**src/rtl/core/fcnc_pkg.sv**
```systemverilog
// Types, codes and constants of the FAT next-cluster block.
`default_nettype none

package fcnc_pkg;

  // Sizes and markers.
  localparam int unsigned TABLE_SLOTS = 32;
  localparam int unsigned SLOT_W      = $clog2(TABLE_SLOTS);
  localparam int unsigned CFG_W       = 31;
  localparam int unsigned CFG_IDX_W   = 2;

  localparam logic [31:0] END_MARK  = 32'hFFFF_FFFF;
  localparam logic [31:0] NEXT_MASK = 32'h7FFF_FFFF;
  localparam logic [31:0] ALLOC_BIT = 32'h8000_0000;

  // Input item kinds.
  localparam logic [1:0] KIND_LOAD = 2'd0;
  localparam logic [1:0] KIND_REQ  = 2'd1;
  localparam logic [1:0] KIND_RESP = 2'd2;

  // Result kinds.
  localparam logic [1:0] RES_READ  = 2'd0;
  localparam logic [1:0] RES_NEXT  = 2'd1;
  localparam logic [1:0] RES_END   = 2'd2;
  localparam logic [1:0] RES_ERROR = 2'd3;

  // Error codes.
  localparam logic [2:0] ERR_NONE     = 3'd0;
  localparam logic [2:0] ERR_RANGE    = 3'd1;
  localparam logic [2:0] ERR_DOUBLE   = 3'd2;
  localparam logic [2:0] ERR_IND      = 3'd3;
  localparam logic [2:0] ERR_FAT      = 3'd4;
  localparam logic [2:0] ERR_UNALLOC  = 3'd5;
  localparam logic [2:0] ERR_NEXT_BAD = 3'd6;

  // Configuration register indexes.
  localparam logic [CFG_IDX_W-1:0] CFG_PAGES    = 2'd0;
  localparam logic [CFG_IDX_W-1:0] CFG_CLUSTERS = 2'd1;
  localparam logic [CFG_IDX_W-1:0] CFG_ALLOC    = 2'd2;

  // Input beat payload.
  typedef struct packed {
    logic [1:0]  kind;
    logic [4:0]  slot;
    logic [31:0] cluster;
    logic [31:0] mem_word;
  } in_item_t;

  // Output beat payload.
  typedef struct packed {
    logic [1:0]  result_kind;
    logic [31:0] page;
    logic [6:0]  word_index;
    logic [30:0] next_link;
    logic [2:0]  error_code;
  } out_item_t;

  // Source of the page address in a read request.
  typedef enum logic {
    PG_REQ,
    PG_FAT
  } pg_sel_e;

  // Commands from the controller to the datapath.
  typedef struct packed {
    logic       capture;
    logic       tbl_we;
    logic       pend_load;
    logic       out_load;
    logic [1:0] out_kind;
    logic [2:0] out_err;
    pg_sel_e    page_sel;
  } dp_cmd_t;

  // Status from the datapath to the controller.
  typedef struct packed {
    logic [1:0] kind;
    logic [2:0] req_err;
    logic       ind_bad;
    logic       fat_end;
    logic       fat_unalloc;
    logic       fat_next_bad;
  } dp_status_t;

endpackage

`default_nettype wire

```
**src/rtl/core/fcnc_datapath.sv**
```systemverilog
// Datapath: input register, configuration, indirect table, checks and output register.
`default_nettype none

module fcnc_datapath
  import fcnc_pkg::*;
(
  input  wire                  clk_i,
  input  wire                  rst_ni,
  input  wire in_item_t        in_item_i,
  input  wire                  cfg_we_i,
  input  wire [CFG_IDX_W-1:0]  cfg_idx_i,
  input  wire [CFG_W-1:0]      cfg_data_i,
  input  wire dp_cmd_t         cmd_i,
  output dp_status_t           status_o,
  output out_item_t            out_item_o
);

  in_item_t    item_q;
  logic [1:0]  pages_q;
  logic [30:0] cpc_q;
  logic [30:0] alloc_q;
  logic [31:0] tbl_q [TABLE_SLOTS];
  logic [31:0] pending_q;
  logic [7:0]  eo_q;
  out_item_t   out_q;

  logic        ppc2;
  logic [31:0] ii;
  logic [31:0] di;
  logic [7:0]  io;
  logic        di_big;
  logic [31:0] ic;
  logic [7:0]  eo_d;
  logic [31:0] req_base;
  logic [31:0] req_page;
  logic [31:0] fat_base;
  logic [31:0] fat_page;
  logic [30:0] nx;
  out_item_t   out_d;

  // Capture the accepted input beat.
  always_ff @(posedge clk_i) begin
    if (cmd_i.capture) begin
      item_q <= in_item_i;
    end
  end

  // Configuration registers.
  always_ff @(posedge clk_i or negedge rst_ni) begin
    if (!rst_ni) begin
      pages_q <= 2'd2;
      cpc_q   <= 31'd8192;
      alloc_q <= 31'd8135;
    end else if (cfg_we_i) begin
      case (cfg_idx_i)
        CFG_PAGES:    pages_q <= cfg_data_i[1:0];
        CFG_CLUSTERS: cpc_q   <= cfg_data_i;
        CFG_ALLOC:    alloc_q <= cfg_data_i;
        default:      ;
      endcase
    end
  end

  // Any value other than one gives two pages per cluster.
  assign ppc2 = (pages_q != 2'd1);

  // Split the relative cluster into indirect index, offset and double index.
  always_comb begin
    ii     = ppc2 ? (item_q.cluster >> 8) : (item_q.cluster >> 7);
    di     = ppc2 ? (item_q.cluster >> 16) : (item_q.cluster >> 14);
    io     = ppc2 ? ii[7:0] : {1'b0, ii[6:0]};
    eo_d   = ppc2 ? item_q.cluster[7:0] : {1'b0, item_q.cluster[6:0]};
    di_big = (di >= 32'(TABLE_SLOTS));
    ic     = tbl_q[di[SLOT_W-1:0]];
  end

  // Page addresses of the indirect word and of the FAT word.
  always_comb begin
    req_base = ppc2 ? {ic[30:0], 1'b0} : ic;
    req_page = req_base + {31'd0, io[7]};
    fat_base = ppc2 ? {item_q.mem_word[30:0], 1'b0} : item_q.mem_word;
    fat_page = fat_base + {31'd0, eo_q[7]};
    nx       = item_q.mem_word[30:0];
  end

  // Check results for the controller.
  always_comb begin
    status_o.kind = item_q.kind;
    if (item_q.cluster >= {1'b0, alloc_q}) begin
      status_o.req_err = ERR_RANGE;
    end else if (di_big) begin
      status_o.req_err = ERR_DOUBLE;
    end else if (ic == END_MARK || ic >= {1'b0, cpc_q}) begin
      status_o.req_err = ERR_IND;
    end else begin
      status_o.req_err = ERR_NONE;
    end
    status_o.ind_bad      = (item_q.mem_word == END_MARK) ||
                            (item_q.mem_word >= {1'b0, cpc_q});
    status_o.fat_end      = (item_q.mem_word == END_MARK);
    status_o.fat_unalloc  = ((item_q.mem_word & ALLOC_BIT) == 32'd0);
    status_o.fat_next_bad = !((nx < alloc_q) && ({1'b0, nx} != pending_q));
  end

  // Indirect table; slots reset to the end marker.
  always_ff @(posedge clk_i or negedge rst_ni) begin
    if (!rst_ni) begin
      for (int i = 0; i < TABLE_SLOTS; i++) begin
        tbl_q[i] <= END_MARK;
      end
    end else if (cmd_i.tbl_we && ({27'd0, item_q.slot} < 32'(TABLE_SLOTS))) begin
      tbl_q[SLOT_W'(item_q.slot)] <= item_q.cluster;
    end
  end

  // Request in progress.
  always_ff @(posedge clk_i or negedge rst_ni) begin
    if (!rst_ni) begin
      pending_q <= 32'd0;
      eo_q      <= 8'd0;
    end else if (cmd_i.pend_load) begin
      pending_q <= item_q.cluster;
      eo_q      <= eo_d;
    end
  end

  // Build the result beat; unused fields are zero.
  always_comb begin
    out_d              = '0;
    out_d.result_kind  = cmd_i.out_kind;
    out_d.error_code   = cmd_i.out_err;
    if (cmd_i.out_kind == RES_READ) begin
      if (cmd_i.page_sel == PG_REQ) begin
        out_d.page       = req_page;
        out_d.word_index = io[6:0];
      end else begin
        out_d.page       = fat_page;
        out_d.word_index = eo_q[6:0];
      end
    end
    if (cmd_i.out_kind == RES_NEXT) begin
      out_d.next_link = nx;
    end
  end

  // Output register.
  always_ff @(posedge clk_i) begin
    if (cmd_i.out_load) begin
      out_q <= out_d;
    end
  end

  assign out_item_o = out_q;

endmodule

`default_nettype wire

```
**src/rtl/core/fcnc_ctrl.sv**
```systemverilog
// Controller: beat handshake, chain phase and result decisions.
`default_nettype none

module fcnc_ctrl
  import fcnc_pkg::*;
(
  input  wire         clk_i,
  input  wire         rst_ni,
  input  wire         in_valid_i,
  output logic        in_stall_o,
  output logic        out_valid_o,
  input  wire         out_stall_i,
  input  wire dp_status_t status_i,
  output dp_cmd_t     cmd_o
);

  typedef enum logic {
    ST_READY,
    ST_EXEC
  } st_e;

  typedef enum logic [1:0] {
    PH_IDLE,
    PH_WAIT_IND,
    PH_WAIT_FAT
  } phase_e;

  st_e    state_q, state_d;
  phase_e phase_q, phase_d;
  logic   out_valid_q, out_valid_d;

  logic   res_valid;
  logic   out_free;
  logic   fire;
  dp_cmd_t dec;

  // The output register can take a beat when empty or being drained.
  assign out_free = !out_valid_q || !out_stall_i;

  // Decide what the registered item does.
  always_comb begin
    dec          = '0;
    dec.out_kind = RES_READ;
    dec.out_err  = ERR_NONE;
    dec.page_sel = PG_REQ;
    res_valid    = 1'b0;
    phase_d      = phase_q;
    case (status_i.kind)
      KIND_LOAD: begin
        dec.tbl_we = 1'b1;
      end
      KIND_REQ: begin
        res_valid = 1'b1;
        if (status_i.req_err != ERR_NONE) begin
          dec.out_kind = RES_ERROR;
          dec.out_err  = status_i.req_err;
          phase_d      = PH_IDLE;
        end else begin
          dec.pend_load = 1'b1;
          phase_d       = PH_WAIT_IND;
        end
      end
      KIND_RESP: begin
        case (phase_q)
          PH_WAIT_IND: begin
            res_valid = 1'b1;
            if (status_i.ind_bad) begin
              dec.out_kind = RES_ERROR;
              dec.out_err  = ERR_FAT;
              phase_d      = PH_IDLE;
            end else begin
              dec.page_sel = PG_FAT;
              phase_d      = PH_WAIT_FAT;
            end
          end
          PH_WAIT_FAT: begin
            res_valid = 1'b1;
            phase_d   = PH_IDLE;
            if (status_i.fat_end) begin
              dec.out_kind = RES_END;
            end else if (status_i.fat_unalloc) begin
              dec.out_kind = RES_ERROR;
              dec.out_err  = ERR_UNALLOC;
            end else if (status_i.fat_next_bad) begin
              dec.out_kind = RES_ERROR;
              dec.out_err  = ERR_NEXT_BAD;
            end else begin
              dec.out_kind = RES_NEXT;
            end
          end
          default: ;
        endcase
      end
      default: ;
    endcase
  end

  // The item completes once its result, if any, has a place to go.
  assign fire = (state_q == ST_EXEC) && (!res_valid || out_free);

  // Commands to the datapath.
  always_comb begin
    cmd_o           = dec;
    cmd_o.capture   = (state_q == ST_READY) && in_valid_i;
    cmd_o.tbl_we    = fire && dec.tbl_we;
    cmd_o.pend_load = fire && dec.pend_load;
    cmd_o.out_load  = fire && res_valid;
  end

  // Next state.
  always_comb begin
    state_d = state_q;
    case (state_q)
      ST_READY: if (in_valid_i) state_d = ST_EXEC;
      ST_EXEC:  if (fire) state_d = ST_READY;
      default:  state_d = ST_READY;
    endcase
    if (fire && res_valid) begin
      out_valid_d = 1'b1;
    end else begin
      out_valid_d = out_valid_q && out_stall_i;
    end
  end

  // State, chain phase and output valid.
  always_ff @(posedge clk_i or negedge rst_ni) begin
    if (!rst_ni) begin
      state_q     <= ST_READY;
      phase_q     <= PH_IDLE;
      out_valid_q <= 1'b0;
    end else begin
      state_q     <= state_d;
      out_valid_q <= out_valid_d;
      if (fire) begin
        phase_q <= phase_d;
      end
    end
  end

  assign in_stall_o  = (state_q != ST_READY);
  assign out_valid_o = out_valid_q;

endmodule

`default_nettype wire

```
**src/rtl/core/fat_chain_next_cluster.sv**
```systemverilog
// Top level of the FAT chain next-cluster resolver.
//
//   channel   direction  handshake            payload
//   in        input      in_valid_i/in_stall_o  in_item_t
//   out       output     out_valid_o/out_stall_i out_item_t
//   cfg       input      cfg_we_i             cfg_idx_i, cfg_data_i
//
// An item is first registered in ST_READY; in ST_EXEC the controller then evaluates
// it against the indirect table and writes the output register.
// ST_EXEC holds while a result is due and the output beat is stalled.
// A new input beat is taken while a finished result still waits at the output.
// Reset sets every table slot to the end marker at once; there is no clearing pass.
`default_nettype none

module fat_chain_next_cluster
  import fcnc_pkg::*;
(
  input  wire                 clk_i,
  input  wire                 rst_ni,
  input  wire                 in_valid_i,
  output logic                in_stall_o,
  input  wire in_item_t       in_item_i,
  output logic                out_valid_o,
  input  wire                 out_stall_i,
  output out_item_t           out_item_o,
  input  wire                 cfg_we_i,
  input  wire [CFG_IDX_W-1:0] cfg_idx_i,
  input  wire [CFG_W-1:0]     cfg_data_i
);

  dp_cmd_t    cmd;
  dp_status_t status;

  // Sequencing and decisions.
  fcnc_ctrl u_ctrl (
    .clk_i       (clk_i),
    .rst_ni      (rst_ni),
    .in_valid_i  (in_valid_i),
    .in_stall_o  (in_stall_o),
    .out_valid_o (out_valid_o),
    .out_stall_i (out_stall_i),
    .status_i    (status),
    .cmd_o       (cmd)
  );

  // Storage and arithmetic.
  fcnc_datapath u_datapath (
    .clk_i      (clk_i),
    .rst_ni     (rst_ni),
    .in_item_i  (in_item_i),
    .cfg_we_i   (cfg_we_i),
    .cfg_idx_i  (cfg_idx_i),
    .cfg_data_i (cfg_data_i),
    .cmd_i      (cmd),
    .status_o   (status),
    .out_item_o (out_item_o)
  );

endmodule

`default_nettype wire

```
**config.mk**
```make
export PLATFORM = sky130hd
export DESIGN_NAME = fat_chain_next_cluster
export DESIGN_NICKNAME = d
export VERILOG_FILES = /design/src/rtl/core/fcnc_pkg.sv /design/src/rtl/core/fcnc_datapath.sv /design/src/rtl/core/fcnc_ctrl.sv /design/src/rtl/core/fat_chain_next_cluster.sv
export SDC_FILE = /design/constraint.sdc
export NUM_CORES = 2
export LEC_CHECK = 0
export ABC_CLOCK_PERIOD_IN_PS = 9420
export BUFFER_PORTS_ARGS = -buffer_cell sky130_fd_sc_hd__buf_2
export CORE_MARGIN = 2
export CORE_UTILIZATION = 55
export CTS_BUF_LIST = sky130_fd_sc_hd__clkbuf_8
export DETAILED_ROUTE_END_ITERATION = 8
export GPL_ROUTABILITY_DRIVEN = 0
export PLACE_DENSITY = 0.77
export SLEW_MARGIN = 30
export SYNTH_ARGS = -nofsm -noshare
export SYNTH_HDL_FRONTEND = slang
export SYNTH_SLANG_ARGS = --single-unit
```
**constraint.sdc**
```tcl
create_clock -name clk_i -period 9.42 [get_ports clk_i]
set_clock_uncertainty 0.1 [all_clocks]
set_input_delay 2.826 -clock clk_i [delete_from_list [all_inputs] [get_ports clk_i]]
set_output_delay 2.826 -clock clk_i [all_outputs]
set_load 0.05 [all_outputs]
```
-- Word level (Yosys, flattened, before mapping)
Cells that the tools add are included.
- output and inout bits: 77
- logic and storage cells: 141
- bits in registers: 1278
- bitwise operators: 3
- add/sub/neg operators: 2
- magnitude comparators: 8
- mux-type cells: 41
- reductions and logical operators: 26
- eq/ne operators: 12
- operator list (cell ; number):
    $bwmux 1024 ; 1
    $bmux 32 s5 ; 1
    $demux 32 s5 ; 1
    $mux 32 ; 5
    $ge 32x31->1 ; 3
    $add 32x1->32 ; 2
    $eq 32x32->1 const B ; 2
    $mux 39 ; 1
    $ge 32x6->1 const B ; 1
    $logic_not 32->1 ; 1
    $ne 31x32->1 ; 1
    $lt 31x31->1 ; 1
    $mux 8 ; 3
    $pmux 5 s2 ; 2
    $mux 18 ; 1
    $mux 5 ; 3
    $ge 6x6->1 const B ; 2
    $mux 3 ; 4
    $not 5->6 ; 2
    $mux 1 ; 11
    $eq 2x1->1 const B ; 4
    $logic_and 1x1->1 ; 8
    $mux 2 ; 4
    $pmux 2 s2 ; 2
    14 further kinds ; 26

-- Logic depth before layout (Yosys ltp)
- depth after elaboration: 15
- gate-level depth with buffers: 27
- depth with buffers taken out: 20

-- Cells and area by module
Synthesis repeated with hierarchy kept, for this count alone.
- cell total of the unflattened synthesis: 5821
- area total of the unflattened synthesis: 69563.0 um^2
- by module, submodules not included (module ; instances ; area each (um^2) ; cells each):
    fcnc_datapath ; 1 ; 69071.2 ; 5764
    fcnc_ctrl ; 1 ; 491.7 ; 57

-- Worst setup path after synthesis
No wires, ideal clock.
- kind: input port to flip-flop
- start: in out_stall_i
- end: reg u_datapath.out_q (netlist bit u_datapath.out_item_o[0]) (enable)
- cell stages on the path: 3
- arrival time: 6.260 ns
- slack: 2.551 ns
- path buffers: 0
- data required time: 8.811 ns
- cells stage by stage: nand2_1 -> o21ai_1 -> nor2_1
- RTL lines (what ; RTL line ; RTL):
    start: declaration ; fat_chain_next_cluster.sv:24 ; input wire out_stall_i,
    end signal: assignment ; fcnc_datapath.sv:149 ; out_q <= out_d;
    end: declaration ; fcnc_datapath.sv:25 ; out_item_t out_q;

-- Worst setup path in the final report
- start: reg u_datapath.pages_q[0]
- end: reg u_datapath.out_q (netlist bit u_datapath.out_item_o[62]) (data pin)
- cells in the longest elaborated chain, start to end: 15
- elaborated cells between the ends (all ways): 24
- those cells by class: add/sub: 2; order compare: 2; eq/ne: 2; mux: 14; bitwise: 1; reduce/logical: 3
- RTL lines (what ; RTL line ; RTL):
    start: declaration ; fcnc_datapath.sv:19 ; logic [1:0] pages_q;
    start signal: assignment ; fcnc_datapath.sv:56 ; CFG_PAGES: pages_q <= cfg_data_i[1:0];
    $ne 2x1->1 * ; fcnc_datapath.sv:65 ; assign ppc2 = (pages_q != 2'd1);
    $mux 18 ; fcnc_datapath.sv:70 ; di = ppc2 ? (item_q.cluster >> 16) : (item_q.cluster >> 14);
    $not 5->6 (not written as such) ; fcnc_datapath.sv:74 ; ic = tbl_q[di[SLOT_W-1:0]];
    $bmux 32 s5 ; fcnc_datapath.sv:74 ;
    $mux 32 (not written as such) (2 in a row) ; fcnc_datapath.sv:74 ;
    $ge 32x31->1 or $eq 32x32->1 (tied branches) ; fcnc_datapath.sv:93 ; end else if (ic == END_MARK || ic >= {1'b0, cpc_q}) begin
    $logic_or 1x1->1 ; fcnc_datapath.sv:93 ;
    $mux 2 ; fcnc_datapath.sv:93 ;
    $mux 3 ; fcnc_datapath.sv:91 ; end else if (di_big) begin
    $mux 3 ; fcnc_datapath.sv:89 ; if (item_q.cluster >= {1'b0, alloc_q}) begin
    $reduce_bool 3->1 ; fcnc_ctrl.sv:54 ; if (status_i.req_err != ERR_NONE) begin
    $mux 5 ; fcnc_ctrl.sv:54 ;
    $pmux 5 s2 ; fcnc_ctrl.sv:48 ; case (status_i.kind)
    $logic_not 2->1 ; fcnc_datapath.sv:132 ; if (cmd_i.out_kind == RES_READ) begin
Mark *: on every way between the ends. The rest lies on a longest branch, timed or not. The select of a mux whose other input is x is not followed.
A chain may end at the register's enable or synchronous reset.

==> run metrics <==
status complete, no violations; dpl cell area 69,300 um^2; Netlist cell types 107; CTS H-Tree Depth 4; pwr dens 262 nW/um^2; Via-to-Cell Ratio 6.75; biggest area consumer among synthesized cells dfstp_2; final core occ 61.4%; wire per inst 29.3 um; Synth Flop Type dfstp_2; Required @ worst endpoint 9.98 ns; CTS max path bufs 3; dpl hpwl 133,000 um; Critical Path Start u_datapath.pages_q[0]; clk slew on worst S/H paths 0.07 ns; mean post-synth cell area 11.7 um^2; CTS sink cnt 1,271; first-pass GRT wire length 327,000 um; Worst-Skew Late Latency 0.92 ns; fraction of registers with async set/reset 88.5%; CP dominant cell by count buf_4; die width 352 um; core area 120,000 um^2; Vias 51,149; die area 124,000 um^2; Area contributors post-synth dfstp_2 (41%), mux2_2 (18%), edfxtp_1 (6.6%); number of DRC markers in iteration 0 6,529; CTS Root Buffer Type clkbuf_8; f_max 0.127 GHz; number of port buffers 185; Total GRT Usage 35.0%; FF-to-FF Start u_datapath.pages_q[0]; Hold WC Path Type reg -> reg; design area 73,800 um^2; CTS Hold Bufs 0; Antenna Nets Post-Route 0; Max Slew Vio Count 0; Worst setup EP type flop; Worst slew margin 26.0%; initial antenna violation count 11; worst-path maximum fanout 62; vias in the first global route 50,538; setup TNS 0 ns; CTS buffer count 205; max_cap viols 0; Initial Util 55.5%; share of cells above drive strength 1 48.1%; Area Growth Syn to Fin 10.6%; unrepaired setup endpoints after global routing no; final setup violation count 0; slowest CP cell a21oi_4; WS Path Type reg -> reg; CP arrival 8.43 ns; hold path start u_datapath.tbl_q[848]; share of the synthesized area in the top cell type 40.8%; fill cell count 9,138; CTS resizes 0; I/O Pins 186; Post-CTS Setup Inserts 0; DRT Wirelength 222,000 um; WP buf/inv 5; YS warnings 0; Total Nets Final 6,028; site row count 127; delay of the slowest critical-path stage 0.77 ns; Post-Syn Instances 5,723; crit path time final 7.88 ns; syn_nets 5,964; # DRC 0; router iterations before antenna repair 9; die height 352 um; Final Hold Fails 0; CTS tree built; EDFF count, synth 146; kind of start point of the critical path flop; Largest delay share family, worst path compound AO/OA/AOI/OAI gates; Seq/Total Area, Yosys 50.7%; Pleak 30.3 nW; pin count of the biggest net entering global routing 176; Final period util 83.6%; Seq cells post-synth 1,271; GR Overflow Total 0; Peak VDD IR 155 uV; Synth Cell Area 66,700 um^2; Least-Margin Pin Slew 1.11 ns; CP cell instances nand2b_4, a21oi_4, buf_4, nor2_1, a221oi_1, a21oi_1, o32ai_1, buf_4, inv_1, ha_1, nand4_1, or2_2, o41ai_1, o311ai_0, buf_4, nand4_1, nor2_1, o21ai_2, buf_4, nand2b_1, o32a_1, o31ai_1
-- area by class of cell --
cell class,instances,area [um^2],share of cell area (%)
diodes,8,20.0,0.0271
inverters,145,544,0.738
well taps,1612,2020,2.73
clock inverters,111,671,0.909
multi-input cells,3815,30500,41.4
clock buffers,267,3670,4.98
flip-flops and latches,1271,33800,45.9
repair buffers,349,2490,3.38
-- cell usage in the layout, fill, tap and decap left out, drive strengths merged, types with 17 or more instances in the layout --
cell type     n
xor2         45
nor4         48
a32oi        38
a21oi       124
mux4         19
ha          132
dfrtp        89
and2         27
edfxtp      146
o22ai        27
nand3       192
clkinv       25
nor3         18
inv         218
and3         27
mux2i       247
buf         349
mux2       1046
nor2b        27
a211oi      109
nand4        72
nand2       625
a21o         55
a2111oi      23
a31o         17
xnor2        27
o21ai       229
a22o         23
dfstp      1036
a31oi        50
a221oi       27
nor2        178
a32o         25
o211ai       37
a22oi        33
o21a         40
clkbuf      267
-- per-layer routing --
| layer | vias up | wire, um | global-route usage, % |
|---|---|---|---|
| met1 | 25896 | 84000 | 44.7 |
| met2 | 3343 | 97200 | 52.5 |
| li1 | 21042 | - | - |
| met4 | 2 | 15900 | 22.6 |
| met5 | - | 19 | 0 |
| met3 | 866 | 25100 | 9.72 |
-- worst min-delay path, stage by stage, from the launching register on --
cell	delay, ns
dfstp_2	0.37
nand2_1	0.04
o21ai_0	0.06
-- sequential cells by signal (all words and copies together) (netlist names), 2 cells and up --
register               cells
u_ctrl.phase_q             2
u_datapath.alloc_q        31
u_datapath.cpc_q          31
u_datapath.eo_q            8
u_datapath.item_q         69
u_datapath.out_item_o     75
u_datapath.pages_q         2
u_datapath.pending_q      25
u_datapath.status_o        2
u_datapath.tbl_q        1024
-- Yosys cell counts (19+ instances only) --
master	instances
a211oi_1	107
ha_1	132
a32oi_1	37
a21o_1	55
nand3_1	192
a221oi_1	25
a21oi_1	117
mux4_2	19
edfxtp_1	146
o22ai_1	27
a32o_1	25
nand2_1	624
o211ai_1	36
inv_1	142
o21ai_0	218
dfstp_2	1036
mux2i_1	246
nand4_1	71
o21a_1	40
nor2b_1	27
xor2_1	45
nor4_1	46
clkbuf_1	310
dfrtp_1	89
and3_1	27
mux2_2	1044
a22o_1	23
buf_2	105
buf_4	28
a22oi_1	33
xnor2_1	27
buf_1	31
a2111oi_0	21
and2_1	26
nor2_1	178
a31oi_1	49
-- through the flow --
step / power [W] / cells / setup WS [ns] / hold slack, ns
after floorplan: 0.0122 / 5723 / 2.55 / 0.358
after global placement: 0.0139 / 7175 / 1.93 / 0.368
after detailed placement: 0.0141 / 7188 / 1.77 / 0.373
after CTS: 0.0191 / 7566 / 1.76 / 0.382
after global routing: 0.0200 / 7574 / 1.25 / 0.399
final: 0.0193 / 7578 / 1.54 / 0.380
-- final timing paths --
kind | end | slack, ns | cells past startpoint
setup reg to reg | u_datapath.out_item_o[62] | 1.54 | 22
hold reg to reg | u_datapath.tbl_q[848] | 0.38 | 2
min in group asynchronous | u_datapath.cpc_q[16] | 1.83 | 1
hold / removal | u_datapath.tbl_q[848] | 0.38 | 2
max in group asynchronous | u_datapath.tbl_q[33] | 5.44 | 4
setup / recovery | u_datapath.out_item_o[62] | 1.54 | 22
-- where the power goes --
group	leakage [nW]	switching [W]	internal [W]
clock network	2.49	0.00230	0.00270
registers	13.2	0.000826	0.00756
logic	14.6	0.00366	0.00225
-- cell families after synthesis --
group	after synthesis	share of synthesized area [%]
AO/OA/AOI/OAI	995	10.6
buffers and inverters	637	4.13
multiplexers	1312	22.0
flip-flops	1271	50.7
XOR/XNOR	72	0.946
adder cells (fa/ha/maj)	132	2.48
AND/OR/NAND/NOR	1304	9.12
No activity file was read; power rests on OpenSTA's default activity.
